===== src/design/dmrc_pkg.sv =====
// Shared widths, item type and saturation helper for the diffusion row coefficient block.
`default_nettype none
package dmrc_pkg;

  localparam int WordBits  = 48;
  localparam int FracBits  = 32;
  localparam int MagBits   = WordBits - 1;
  localparam int HalfBits  = (MagBits + 1) / 2;
  localparam int ProdBits  = 2 * MagBits;
  localparam int QuotBits  = MagBits;
  localparam int MulLat    = 2;
  localparam int DivLat    = QuotBits + 1;
  localparam int PipeLat   = 2 * MulLat + 2 * DivLat;
  localparam int HarmNum   = ProdBits;
  localparam int HarmDen   = MagBits + 1;
  localparam int CoupNum   = ProdBits + 1 + FracBits;
  localparam int CoupDen   = ProdBits;

  localparam logic [MagBits-1:0] CellWidthReset = MagBits'(64'd1 << FracBits);

  typedef enum logic {
    FUNC_INTERIOR = 1'b0,
    FUNC_BOUNDARY = 1'b1
  } func_e;

  typedef struct packed {
    func_e                func;
    logic                 err;
    logic                 has_left;
    logic [MagBits-1:0]   ds;
    logic [MagBits-1:0]   dr;
    logic [MagBits-1:0]   dl;
    logic [MagBits-1:0]   rem;
    logic [MagBits-1:0]   vol;
    logic [MagBits-1:0]   al;
    logic [MagBits-1:0]   ar;
    logic [MagBits-1:0]   cw;
    logic [MagBits:0]     sum_r;
    logic [MagBits:0]     sum_l;
    logic                 a_neg;
    logic [MagBits-1:0]   a_half;
    logic                 b_neg;
    logic [WordBits-1:0]  b_mag;
  } item_t;

  function automatic logic [WordBits-1:0] sat_word(input logic signed [WordBits:0] x);
    logic signed [WordBits:0] hi;
    logic signed [WordBits:0] lo;
    hi = $signed({2'b00, {MagBits{1'b1}}});
    lo = $signed({2'b11, {MagBits{1'b0}}});
    if (x > hi) begin
      return {1'b0, {MagBits{1'b1}}};
    end else if (x < lo) begin
      return {1'b1, {MagBits{1'b0}}};
    end else begin
      return x[WordBits-1:0];
    end
  endfunction

endpackage
`default_nettype wire


===== src/design/dmrc_queue.sv =====
// Two-word queue between front and back; the back drains it every cycle.
`default_nettype none
module dmrc_queue (
  input  logic            clk_i,
  input  logic            rst_ni,
  input  logic            push_i,
  input  dmrc_pkg::item_t item_i,
  output logic            full_o,
  output logic            valid_o,
  output dmrc_pkg::item_t item_o
);
  dmrc_pkg::item_t mem_q [2];
  logic            wr_q, rd_q;
  logic [1:0]      cnt_q;
  logic            pop;

  assign pop     = cnt_q != 2'd0;
  assign valid_o = pop;
  assign full_o  = cnt_q == 2'd2;
  assign item_o  = mem_q[rd_q];

  always_ff @(posedge clk_i) begin
    if (push_i) begin
      mem_q[wr_q] <= item_i;
    end
  end

  always_ff @(posedge clk_i or negedge rst_ni) begin
    if (!rst_ni) begin
      wr_q  <= 1'b0;
      rd_q  <= 1'b0;
      cnt_q <= 2'd0;
    end else begin
      if (push_i) begin
        wr_q <= ~wr_q;
      end
      if (pop) begin
        rd_q <= ~rd_q;
      end
      cnt_q <= cnt_q + 2'(push_i) - 2'(pop);
    end
  end
endmodule
`default_nettype wire


===== config.mk =====
export PLATFORM = sky130hd
export DESIGN_NAME = dmrc_queue
export DESIGN_NICKNAME = d
export VERILOG_FILES = /design/src/design/dmrc_pkg.sv /design/src/design/dmrc_queue.sv
export SDC_FILE = /design/constraint.sdc
export NUM_CORES = 1
export LEC_CHECK = 0
export BUFFER_PORTS_ARGS = -buffer_cell sky130_fd_sc_hd__buf_4
export CORE_AREA = 3 3 451 453
export CTS_CLUSTER_DIAMETER = 30
export DETAILED_ROUTE_END_ITERATION = 10
export DIE_AREA = 0 0 454 456
export GPL_TIMING_DRIVEN = 0
export SLEW_MARGIN = 5
export SYNTH_ARGS = -nofsm -noshare
export SYNTH_HDL_FRONTEND = slang
export SYNTH_SLANG_ARGS = --single-unit

===== constraint.sdc =====
create_clock -name clk_i -period 51.8 [get_ports clk_i]
set_clock_uncertainty 0.15 [all_clocks]
set_input_delay 12.95 -clock clk_i [delete_from_list [all_inputs] [get_ports clk_i]]
set_output_delay 12.95 -clock clk_i [all_outputs]
set_load 0.005 [all_outputs]

==> results.sh <==
export IMPL_synth_common_cells="edfxtp_1 (1144), mux2_2 (572), buf_6 (64)"
export IMPL_antenna_found_initial=55
export IMPL_clk_latency_ps=840
export IMPL_p_leak_nw=23.7
export IMPL_vias_per_cell=3.93
export IMPL_cap_violations=0
export IMPL_utilization=0.319
export IMPL_yosysUniqueCellTypes=11
export IMPL_setup_viol=0
export IMPL_path_clk_slew_ps=40
export IMPL_vias=24100
export IMPL_wire_per_inst_microns=26.0
export IMPL_crit_start="rd_q"
export IMPL_synth_top_family_by_area="multiplexers"
export IMPL_vdd_drop_max_uv=38.4
export IMPL_track_usage=0.148
export IMPL_die_area_sq_um=207000
export IMPL_fmax_mhz=63.2
export IMPL_yosysWarnings=0
export IMPL_synth_fa_ha_area_frac=0.000300
export IMPL_reg2reg_depth=8
export IMPL_cts_max_path_buffers=4
export IMPL_final_cells=6139
export IMPL_rrSetupSlack_ps=48660
export IMPL_rsz0062_at_grt="no"
export IMPL_async_flop_share=0.00348
export IMPL_cts_resized_gates=0
export IMPL_synth_most_common_cell="edfxtp_1"
export IMPL_synth_mux_area_frac=0.155
export IMPL_synth_edf_count=1144
export IMPL_totalWireLength_mm=159
export IMPL_ys_seq_area_frac=0.826
export IMPL_finalPower_mw=4.05
export IMPL_slew_viol_final=0
export IMPL_syn_area_sq_um=41700
export IMPL_ctsHtreeMaxLevel=5
export IMPL_grt_max_degree=60
export IMPL_fin_crit_sh=0.305
export IMPL_rr_endpoint="mem_q[0][481]"
export IMPL_arrival_ps=2710
export IMPL_n_fill_cell=19300
export IMPL_synth_area_leaders="edfxtp_1 (82%), mux2_2 (15%), buf_6 (1.7%)"
export IMPL_hold_violations=0
export IMPL_cts_sinks=1148
export IMPL_power_density_nw_per_um2=63.5
export IMPL_ys_ff_latch=1148
export IMPL_hold_depth=1
export IMPL_cp_required_ps=38700
export IMPL_place_congestion=0.908
export IMPL_crit_type="reg2out"
export IMPL_outcome="finished, final reports clean"
export IMPL_ant_nets=0
export IMPL_endpoint_kind="output pin"
export IMPL_cts_tree="done"
export IMPL_period_needed_ps=15810
export IMPL_synth_net_count=2370
export IMPL_die_x_microns=454
export IMPL_cts_made_buffers=287
export IMPL_grt_pass1_wl_mm=209
export IMPL_dp_cells=5633
export IMPL_syn_area_per_cell_sq_um=23.2
export IMPL_startpoint_type="flip-flop"
export IMPL_hold_class="reg2reg"
export IMPL_netlist_instances=1794
export IMPL_yosys_area_top_type_share=0.824
export IMPL_drc=0
export IMPL_ys_flop_type="edfxtp_1"
export IMPL_yosys_area_share_simple=0.000840
export IMPL_hold_slack_ps=397
export IMPL_seq_area_sq_um=34500
export IMPL_synth_xor_area_share=0.000630
export IMPL_drive_gt1_frac=0.642
export IMPL_nNetsFinal=3842
export IMPL_drtIter0Drc=1894
export IMPL_ios=1149
export IMPL_coreArea_sq_um=200000
export IMPL_cts_root_buf="clkbuf_16"
export IMPL_synth_compound_area_frac=0
export IMPL_ctsHoldBuffers=0
export IMPL_r2r_start="wr_q"
export IMPL_syn_to_final_growth_pct=52.8
export IMPL_grt_pass1_vias=25000
export IMPL_place_ws_ps=35830
export IMPL_relSlewSlack=0.456
export IMPL_worst_slew_pin_slew_ps=814
export IMPL_cts_setup_buffers=0
export IMPL_row_count=164
export IMPL_die_h_microns=456
export IMPL_numPortBuffers=1148
export IMPL_multiInputGateArea_sq_um=6530
export IMPL_yosys_area_top_type="edfxtp_1"
export IMPL_fin_ws_ps=35990
export IMPL_dp_hpwl_mm=125
export IMPL_globalRouteOverflowTotal=0
export IMPL_drtPass1Iterations=5
export IMPL_start_util=0.209
export IMPL_endpoint="item_o[374]"
export IMPL_crit_fanout=10
## layer usage
layer  wire length (microns)  GRT usage  vias up
met5                      94          0        -
met4                    5670     0.0623       14
met3                   14900     0.0551      314
met2                   79200      0.248     1232
met1                   59600      0.169    12200
li1                        -          -    10300
## critical path: stages (launching register included)
cell	delay, ps
dfrtp_1	330
buf_6	250
buf_6	310
buf_6	270
mux2_2	470
buf_4	180
## placed cells by master, fill, tap and decap left out
master      netlist  routed
mux2_2          572     572
clkinv_2          0      26
buf_16            0      16
nor2b_1           3       2
diode_2           0      22
clkinv_4          0      10
clkbuf_16         0     292
nor2b_4           0       1
bufinv_16         0      34
or2_2             1       1
clkinvlp_4        0      25
clkbuf_1          0      51
ha_1              1       1
xnor2_1           1       1
buf_12            0      19
xor2_1            2       2
dfrtp_1           4       4
clkinv_1          0      33
inv_6             0      10
nand2_1           1       1
and2_4            0       1
edfxtp_1       1144    1144
clkinv_8          0       3
buf_6            64      64
buf_4             0    1148
## worst min-delay path by stage
stage          start  endpoint  slack [ps]
6_report        wr_q      wr_q         400
5_1_grt         wr_q      wr_q         420
4_1_cts         wr_q      wr_q         400
3_5_place_dp    wr_q      wr_q         390
3_3_place_gp    wr_q      wr_q         320
2_1_floorplan   wr_q      wr_q         310
## cells by family after synthesis
logic type                 after synthesis
DFF                                   1148
buffers and inverters                   64
adders and majority gates                1
xor gates and xnor gates                 3
and+or+nand+nor                          6
muxes                                  572
## registers in the layout, summed over array words and instances (netlist names)
register  cells
cnt_q         2
mem_q      1144
wr_q          1
rd_q          1
## power by group
group	leakage, nW	internal [mW]	switching (mW)
sequential	10.8	1.23	0.0324
clock	4.40	1.18	0.515
combinational	8.55	0.531	0.554
## stage by stage
stage,instance area (sq um),setup TNS (ps)
floorplan,41700,0
global placement,53600,-3212780
detailed placement,54500,0
CTS,63600,0
global route,63700,0
finish,63700,0
## final cells by class
type,count,share of cell area
sequential,1148,0.541
timing repair buffer,1183,0.148
clock buffer,343,0.118
multi-input combinational,582,0.102
tap,2656,0.0522
clock inverter,141,0.0265
buffer,64,0.0113
antenna,22,0.000864
Note: power is estimated with default switching activity, not from simulation.
