### src/design/dmrc_pkg.sv
// Shared widths, item type and saturation helper for the diffusion row coefficient block.
`default_nettype none
package dmrc_pkg;

  localparam int WordBits  = 48;
  localparam int FracBits  = 32;
  localparam int MagBits   = WordBits - 1;
  localparam int HalfBits  = (MagBits + 1) / 2;
  localparam int ProdBits  = 2 * MagBits;
  localparam int QuotBits  = MagBits;
  localparam int MulLat    = 2;
  localparam int DivLat    = QuotBits + 1;
  localparam int PipeLat   = 2 * MulLat + 2 * DivLat;
  localparam int HarmNum   = ProdBits;
  localparam int HarmDen   = MagBits + 1;
  localparam int CoupNum   = ProdBits + 1 + FracBits;
  localparam int CoupDen   = ProdBits;

  localparam logic [MagBits-1:0] CellWidthReset = MagBits'(64'd1 << FracBits);

  typedef enum logic {
    FUNC_INTERIOR = 1'b0,
    FUNC_BOUNDARY = 1'b1
  } func_e;

  typedef struct packed {
    func_e                func;
    logic                 err;
    logic                 has_left;
    logic [MagBits-1:0]   ds;
    logic [MagBits-1:0]   dr;
    logic [MagBits-1:0]   dl;
    logic [MagBits-1:0]   rem;
    logic [MagBits-1:0]   vol;
    logic [MagBits-1:0]   al;
    logic [MagBits-1:0]   ar;
    logic [MagBits-1:0]   cw;
    logic [MagBits:0]     sum_r;
    logic [MagBits:0]     sum_l;
    logic                 a_neg;
    logic [MagBits-1:0]   a_half;
    logic                 b_neg;
    logic [WordBits-1:0]  b_mag;
  } item_t;

  function automatic logic [WordBits-1:0] sat_word(input logic signed [WordBits:0] x);
    logic signed [WordBits:0] hi;
    logic signed [WordBits:0] lo;
    hi = $signed({2'b00, {MagBits{1'b1}}});
    lo = $signed({2'b11, {MagBits{1'b0}}});
    if (x > hi) begin
      return {1'b0, {MagBits{1'b1}}};
    end else if (x < lo) begin
      return {1'b1, {MagBits{1'b0}}};
    end else begin
      return x[WordBits-1:0];
    end
  endfunction

endpackage
`default_nettype wire

### src/design/dmrc_front.sv
// Front end: classifies a row, detects zero divisors and forms operand magnitudes.
`default_nettype none
module dmrc_front (
  input  logic                                func_i,
  input  logic [dmrc_pkg::MagBits-1:0]        diff_self_i,
  input  logic [dmrc_pkg::MagBits-1:0]        diff_right_i,
  input  logic [dmrc_pkg::MagBits-1:0]        diff_left_i,
  input  logic [dmrc_pkg::MagBits-1:0]        removal_xs_i,
  input  logic [dmrc_pkg::MagBits-1:0]        cell_volume_i,
  input  logic [dmrc_pkg::MagBits-1:0]        area_left_i,
  input  logic [dmrc_pkg::MagBits-1:0]        area_right_i,
  input  logic                                has_left_i,
  input  logic signed [dmrc_pkg::WordBits-1:0] bc_a_i,
  input  logic signed [dmrc_pkg::WordBits-1:0] bc_b_i,
  input  logic [dmrc_pkg::MagBits-1:0]        cell_width_i,
  output dmrc_pkg::item_t                     item_o
);
  localparam int WB = dmrc_pkg::WordBits;
  localparam int MB = dmrc_pkg::MagBits;

  logic [WB-1:0] a_mag;
  logic [MB:0]   sum_r, sum_l;
  logic          cw_zero, int_err;

  always_comb begin
    a_mag   = bc_a_i[WB-1] ? (~bc_a_i + 1'b1) : bc_a_i;
    sum_r   = {1'b0, diff_self_i} + {1'b0, diff_right_i};
    sum_l   = {1'b0, diff_self_i} + {1'b0, diff_left_i};
    cw_zero = cell_width_i == '0;
    int_err = cw_zero || (cell_volume_i == '0) || (sum_r == '0) ||
              (has_left_i && (sum_l == '0));

    item_o.func     = dmrc_pkg::func_e'(func_i);
    item_o.err      = (dmrc_pkg::func_e'(func_i) == dmrc_pkg::FUNC_INTERIOR) ? int_err : cw_zero;
    item_o.has_left = has_left_i;
    item_o.ds       = diff_self_i;
    item_o.dr       = diff_right_i;
    item_o.dl       = diff_left_i;
    item_o.rem      = removal_xs_i;
    item_o.vol      = cell_volume_i;
    item_o.al       = area_left_i;
    item_o.ar       = area_right_i;
    item_o.cw       = cell_width_i;
    item_o.sum_r    = sum_r;
    item_o.sum_l    = sum_l;
    item_o.a_neg    = bc_a_i[WB-1];
    item_o.a_half   = a_mag[WB-1:1];
    item_o.b_neg    = bc_b_i[WB-1];
    item_o.b_mag    = bc_b_i[WB-1] ? (~bc_b_i + 1'b1) : bc_b_i;
  end
endmodule
`default_nettype wire

### config.mk
export PLATFORM = sky130hd
export DESIGN_NAME = dmrc_front
export DESIGN_NICKNAME = d
export VERILOG_FILES = /design/src/design/dmrc_pkg.sv /design/src/design/dmrc_front.sv
export SDC_FILE = /design/constraint.sdc
export NUM_CORES = 1
export LEC_CHECK = 0
export BUFFER_PORTS_ARGS = -buffer_cell sky130_fd_sc_hd__buf_4
export CORE_AREA = 2 2 408 410
export DETAILED_ROUTE_END_ITERATION = 7
export DIE_AREA = 0 0 410 412
export PLACE_DENSITY = 0.33
export SLEW_MARGIN = 20
export SYNTH_ARGS = -nofsm -noshare
export SYNTH_HDL_FRONTEND = slang
export SYNTH_SLANG_ARGS = --single-unit
### constraint.sdc
create_clock -name vclk -period 10.8
set_clock_uncertainty 0.05 [all_clocks]
set_input_delay 1.08 -clock vclk [all_inputs]
set_output_delay 1.08 -clock vclk [all_outputs]
set_load 0.02 [all_outputs]
==> impl_metrics.csv, run 1 <==
group,metric,value,unit
timing,final.period_utilization,72.4,%
floorplan,die_width,410,um
timing,period_minus_slack,7.82,ns
detailed_routing,drc_errors,0,
power,peakVddDrop,0.0000315,V
timing,worstMarginPinSlew,1.02,ns
detailed_routing,wl_per_cell,23.7,um
finish,layout-area-overhead-vs-synth,49.5,%
grt,grt.total_usage,10.9,%
power,p_leak,6.80,nW
finish,fillCellCount,19200,
grt,grtUsageMet2,20.0,%
min_path,hp-class,"input pin to output pin",
grt,busiest_layer,"met2",
grt,grt_pass1_wl,125000,um
grt,gr-total-overflow,0,
clocking,cts_setup_buffers,0,
timing,clock.fmax,0.128,GHz
outcome,status,"complete, no violations",
synthesis,syn_avg_cell_area,6.91,um^2
grt,antenna_found_initial,19,
detailed_routing,ant_nets,0,
timing,rsz0062_at_grt,"no",
floorplan,start_util,6.76,%
timing,slew_violations,0,
finish,stdcell_count,4143,
place,gp_congestion,0.862,
grt,use_met3,3.17,%
timing,hold_ws,2.11,ns
clocking,cts_resized,0,
clocking,hold_buffers,0,
power,power_density,78.1,mW/mm^2
timing,setup_viol,0,
setup_path,path_class,"input pin to output pin",
place,dp_hpwl,91900,um
floorplan,die-area,0.169,mm^2
floorplan,die_h,412,um
synthesis,seq_area_frac_synth,0,%
timing,hold_viol,0,
setup_path,crit_required,9.67,ns
run,cap_violations,0,
synthesis,syn-cell-area,0.0111,mm^2
timing,relSlewSlack,31.5,%
floorplan,row_count,149,
finish,flops_and_latches,0,
detailed_routing,wirelength,98200,um
place,portBuffers,764,
setup_path,startpoint_type,"input pin",
floorplan,ioPinCount,1046,
finish,drive_gt1_share,41.9,%
finish,clkbuf_count,0,
synthesis,synth_cells,1605,
detailed_routing,viasPerCell,3.20,
detailed_routing,drt_pre_antenna_iters,5,
synthesis,ys_warn_count,0,
min_path,hp-start,"area_right_i[6]",
finish,multi_input_area,0.00790,mm^2
finish,design_area,0.0166,mm^2
setup_path,worstPathMaxFanout,5,
timing,layout_setup_ws,2.98,ns
setup_path,cp_data_arrival_time,6.69,ns
finish,final_nets,2523,
floorplan,core_area,0.164,mm^2
synthesis,syn-num-nets,2177,
detailed_routing,via_count,13300,
finish,seqCellArea,0,um^2
timing,fin_setup_tns,0,ns
place,post_dp_cell_area,0.0166,mm^2
power,p_total,1.30,mW
grt,grt_use_met1,12.7,%
place,pre_cts_ws,2.63,ns
grt,grt_pass1_vias,12900,
synthesis,yosys.cell_types.count,74,
grt,grt_max_degree,50,
finish,post-route-util,10.1,%
place,place_inst,4138,
detailed_routing,drt_iter0_markers,775,
setup_path,cp-startpoint,"diff_self_i[0]",
setup_path,cp-end-kind,"output pin",
[metal layers]
| layer | up-vias | wire length (um) |
|---|---|---|
| met1 | 6345 | 39700 |
| met3 | 80 | 7920 |
| met4 | 16 | 1110 |
| met5 | - | 94 |
| li1 | 6166 | - |
| met2 | 656 | 49300 |
[layout make-up]
class                      count  area share, %
antenna                        5         0.0754
multi-input combinational   1138           47.6
tap                         2189           16.5
inverter                      39          0.882
timing repair buffer         772           34.9
[Yosys cell counts, types with 17 or more instances]
| cell | instances | area share (%) |
|---|---|---|
| nand4_1 | 39 | 2.2 |
| xnor2_1 | 138 | 11 |
| a21oi_1 | 123 | 5.5 |
| o21ai_0 | 93 | 4.2 |
| xor2_1 | 29 | 2.3 |
| nand2_1 | 115 | 3.9 |
| or3_1 | 26 | 1.5 |
| nor3_1 | 28 | 1.3 |
| inv_1 | 39 | 1.3 |
| o31ai_1 | 31 | 2.1 |
| clkbuf_1 | 43 | 1.5 |
| buf_4 | 381 | 26 |
| nor4_1 | 41 | 2.3 |
| ha_1 | 96 | 11 |
| a21o_1 | 40 | 2.7 |
| or4_1 | 18 | 1.2 |
| nor2_1 | 69 | 2.3 |
| nand3_1 | 17 | 0.77 |
| o21a_1 | 17 | 1.1 |
[worst max-delay path, cell delays in order]
cell and delay (ns):
buf_4 0.12, ha_1 0.28, fa_1 0.44, a21o_1 0.23, a221o_1 0.40, a22oi_1 0.43, nand2_1 0.30, xor2_1 0.26
or4b_2 0.68, or4b_2 0.66, nor4_1 0.57, nand4_1 0.31, a2111oi_0 0.45, a41o_1 0.29, buf_4 0.18
[kinds of logic (layout without fill, tap and decap cells)]
| group | count (synthesis) | after routing | share of synthesized area [%] |
|---|---|---|---|
| XOR/XNOR | 167 | 167 | 13.2 |
| other | 0 | 5 | 0 |
| AO/OA/AOI/OAI | 438 | 438 | 25.5 |
| AND/OR/NAND/NOR | 430 | 430 | 20.9 |
| multiplexers | 5 | 5 | 0.485 |
| adder cells (fa/ha/maj) | 98 | 98 | 11.2 |
| buffers and inverters | 467 | 811 | 28.8 |
[cells in the final DEF (no fill, tap or decap), drive strengths merged, types with 6 or more instances in the layout]
master    n
and3      9
buf     772
or4      28
ha       96
inv      39
nor4     41
and2      6
nand2   115
a21oi   123
xor2     29
nor2b     7
o21ai   101
nor3     28
o31ai    32
or3      33
or2       7
nand2b   12
nand3    17
o211ai   12
o21a     17
a21o     40
o21bai   11
a31oi    12
nand4    39
a211o     8
a221oi   11
o41ai    10
a211oi   13
nor2     69
xnor2   138
[where the power goes]
part	total [mW]	switching, mW	leakage (nW)	internal [mW]
clock	0.0000000357	0	0.0000325	0.0000000357
sequential	0	0	0	0
combinational	1.30	0.828	6.80	0.467
[worst paths after layout]
kind	to	cells past startpoint
worst min-delay path	item_o[246]	0
worst max-delay path	item_o[570]	15
Power figures use the tool's default switching activity.
==> run 2: changes to the inputs <==
--- a/config.mk
+++ b/config.mk
@@ -6,10 +6,10 @@
 export NUM_CORES = 1
 export LEC_CHECK = 0
 export BUFFER_PORTS_ARGS = -buffer_cell sky130_fd_sc_hd__buf_4
-export CORE_AREA = 2 2 408 410
+export CORE_AREA = 2 2 411 413
 export DETAILED_ROUTE_END_ITERATION = 7
-export DIE_AREA = 0 0 410 412
-export PLACE_DENSITY = 0.33
+export DIE_AREA = 0 0 413 415
+export PLACE_DENSITY = 0.34
 export SLEW_MARGIN = 20
 export SYNTH_ARGS = -nofsm -noshare
 export SYNTH_HDL_FRONTEND = slang
==> constraint.sdc (replaced) <==
create_clock -name vclk -period 6.9
set_clock_uncertainty 0.05 [all_clocks]
set_input_delay 0.69 -clock vclk [all_inputs]
set_output_delay 0.69 -clock vclk [all_outputs]
set_load 0.02 [all_outputs]
==> run 2 against run 1 <==
Global-route usage up 0.071 points; routed wire length up 2.0%; largest cell class unchanged; final cell count up 0.72%; utilization down 0.073 points; flip-flop and latch count unchanged; via count down 0.15%; die area up 1.5%; critical path depth down 1; critical path type unchanged.
==> impl_metrics.csv, run 2 (synthesized netlist as in run 1, its figures left out) <==
group,metric,value,unit
timing,clock.fmax,0.159,GHz
detailed_routing,drt_iter0_markers,722,
floorplan,core_area,0.167,mm^2
detailed_routing,wirelength,100000,um
timing,relSlewSlack,29.9,%
timing,rsz0062_at_grt,"no",
grt,grt.total_usage,10.9,%
clocking,cts_setup_buffers,0,
floorplan,start_util,6.66,%
timing,final.period_utilization,90.9,%
finish,multi_input_area,0.00791,mm^2
grt,grt_max_degree,50,
place,dp_hpwl,92800,um
finish,layout-area-overhead-vs-synth,50.6,%
finish,layout_common_cells,"buf_4 (784), xnor2_1 (138), a21oi_1 (123)",
floorplan,die_width,413,um
grt,antenna_found_initial,15,
finish,flops_and_latches,0,
setup_path,crit_required,6.16,ns
finish,final_common_cell,"buf_4",
setup_path,critical_path.endpoint,"item_o[570]",
place,gp_congestion,0.843,
setup_path,startpoint_type,"input pin",
setup_path,cp-end-kind,"output pin",
setup_path,cp_data_arrival_time,5.53,ns
detailed_routing,wl_per_cell,24.0,um
grt,grt_pass1_vias,13000,
timing,setup_viol,0,
detailed_routing,ant_nets,0,
floorplan,ioPinCount,1046,
floorplan,die_h,415,um
detailed_routing,drt_pre_antenna_iters,5,
floorplan,row_count,150,
timing,hold_viol,0,
clocking,cts_resized,0,
setup_path,cp-startpoint,"diff_self_i[0]",
detailed_routing,viasPerCell,3.17,
grt,gr-total-overflow,0,
outcome,status,"complete, no violations",
timing,period_minus_slack,6.27,ns
grt,grt_pass1_wl,126000,um
place,portBuffers,764,
detailed_routing,drc_errors,0,
detailed_routing,via_count,13200,
floorplan,die-area,0.171,mm^2
clocking,hold_buffers,0,
timing,fin_setup_tns,0,ns
run,cap_violations,0,
timing,slew_violations,0,
min_path,hp-class,"input pin to output pin",
finish,seqCellArea,0,um^2
setup_path,path_class,"input pin to output pin",
finish,clkbuf_count,0,
finish,final_nets,2535,
timing,worstMarginPinSlew,1.04,ns
finish,fillCellCount,19500,
setup_path,worstPathMaxFanout,3,
finish,drive_gt1_share,42.3,%
==> run 2: worst min path at each step <==
stage	startpoint	end	slack, ns	depth (start not counted)
2_1_floorplan	bc_b_i[46]	item_o[47]	1.42	1
3_3_place_gp	area_right_i[13]	item_o[253]	1.33	0
3_5_place_dp	area_right_i[13]	item_o[253]	1.33	0
4_1_cts	area_right_i[13]	item_o[253]	1.33	0
5_1_grt	area_right_i[6]	item_o[246]	1.33	0
6_report	area_right_i[6]	item_o[246]	1.33	0
==> run 2: layer usage <==
layer	vias to the layer above	GRT usage, %	wire (um)
li1	6198	-	-
met2	688	18.9	47500
met5	-	0.396	122
met1	6263	14.3	44300
met4	6	1.49	1660
met3	88	2.06	6550
==> run 2: stage by stage <==
stage	worst slack, ns	instances	cell area [um^2]	utilization (%)	hold WS [ns]
finish	0.627	4173	16700	10.0	1.33
global route	0.339	4167	16700	10.0	1.33
CTS	0.529	4165	16700	10.0	1.33
detailed placement	0.534	4165	16700	10.0	1.33
global placement	0.584	4165	16700	10.0	1.33
floorplan	1.23	1605	11100	-	1.42
==> run 2: worst max-delay path, stage by stage <==
cell,delay [ns]
buf_4,0.13
ha_1,0.25
fa_1,0.46
or4b_2,0.61
or4_1,0.41
nor4_1,0.36
or4b_2,0.62
or4b_2,0.65
nor4_1,0.25
buf_4,0.20
nand4_1,0.11
a2111oi_0,0.40
a41o_1,0.23
buf_4,0.16
==> run 2: final cells by class <==
cell class | instances | area share [%]
Multi-Input combinational cell | 1138 | 47.3
Timing Repair Buffer | 784 | 35.2
Tap cell | 2204 | 16.5
Inverter | 39 | 0.876
Antenna cell | 8 | 0.120
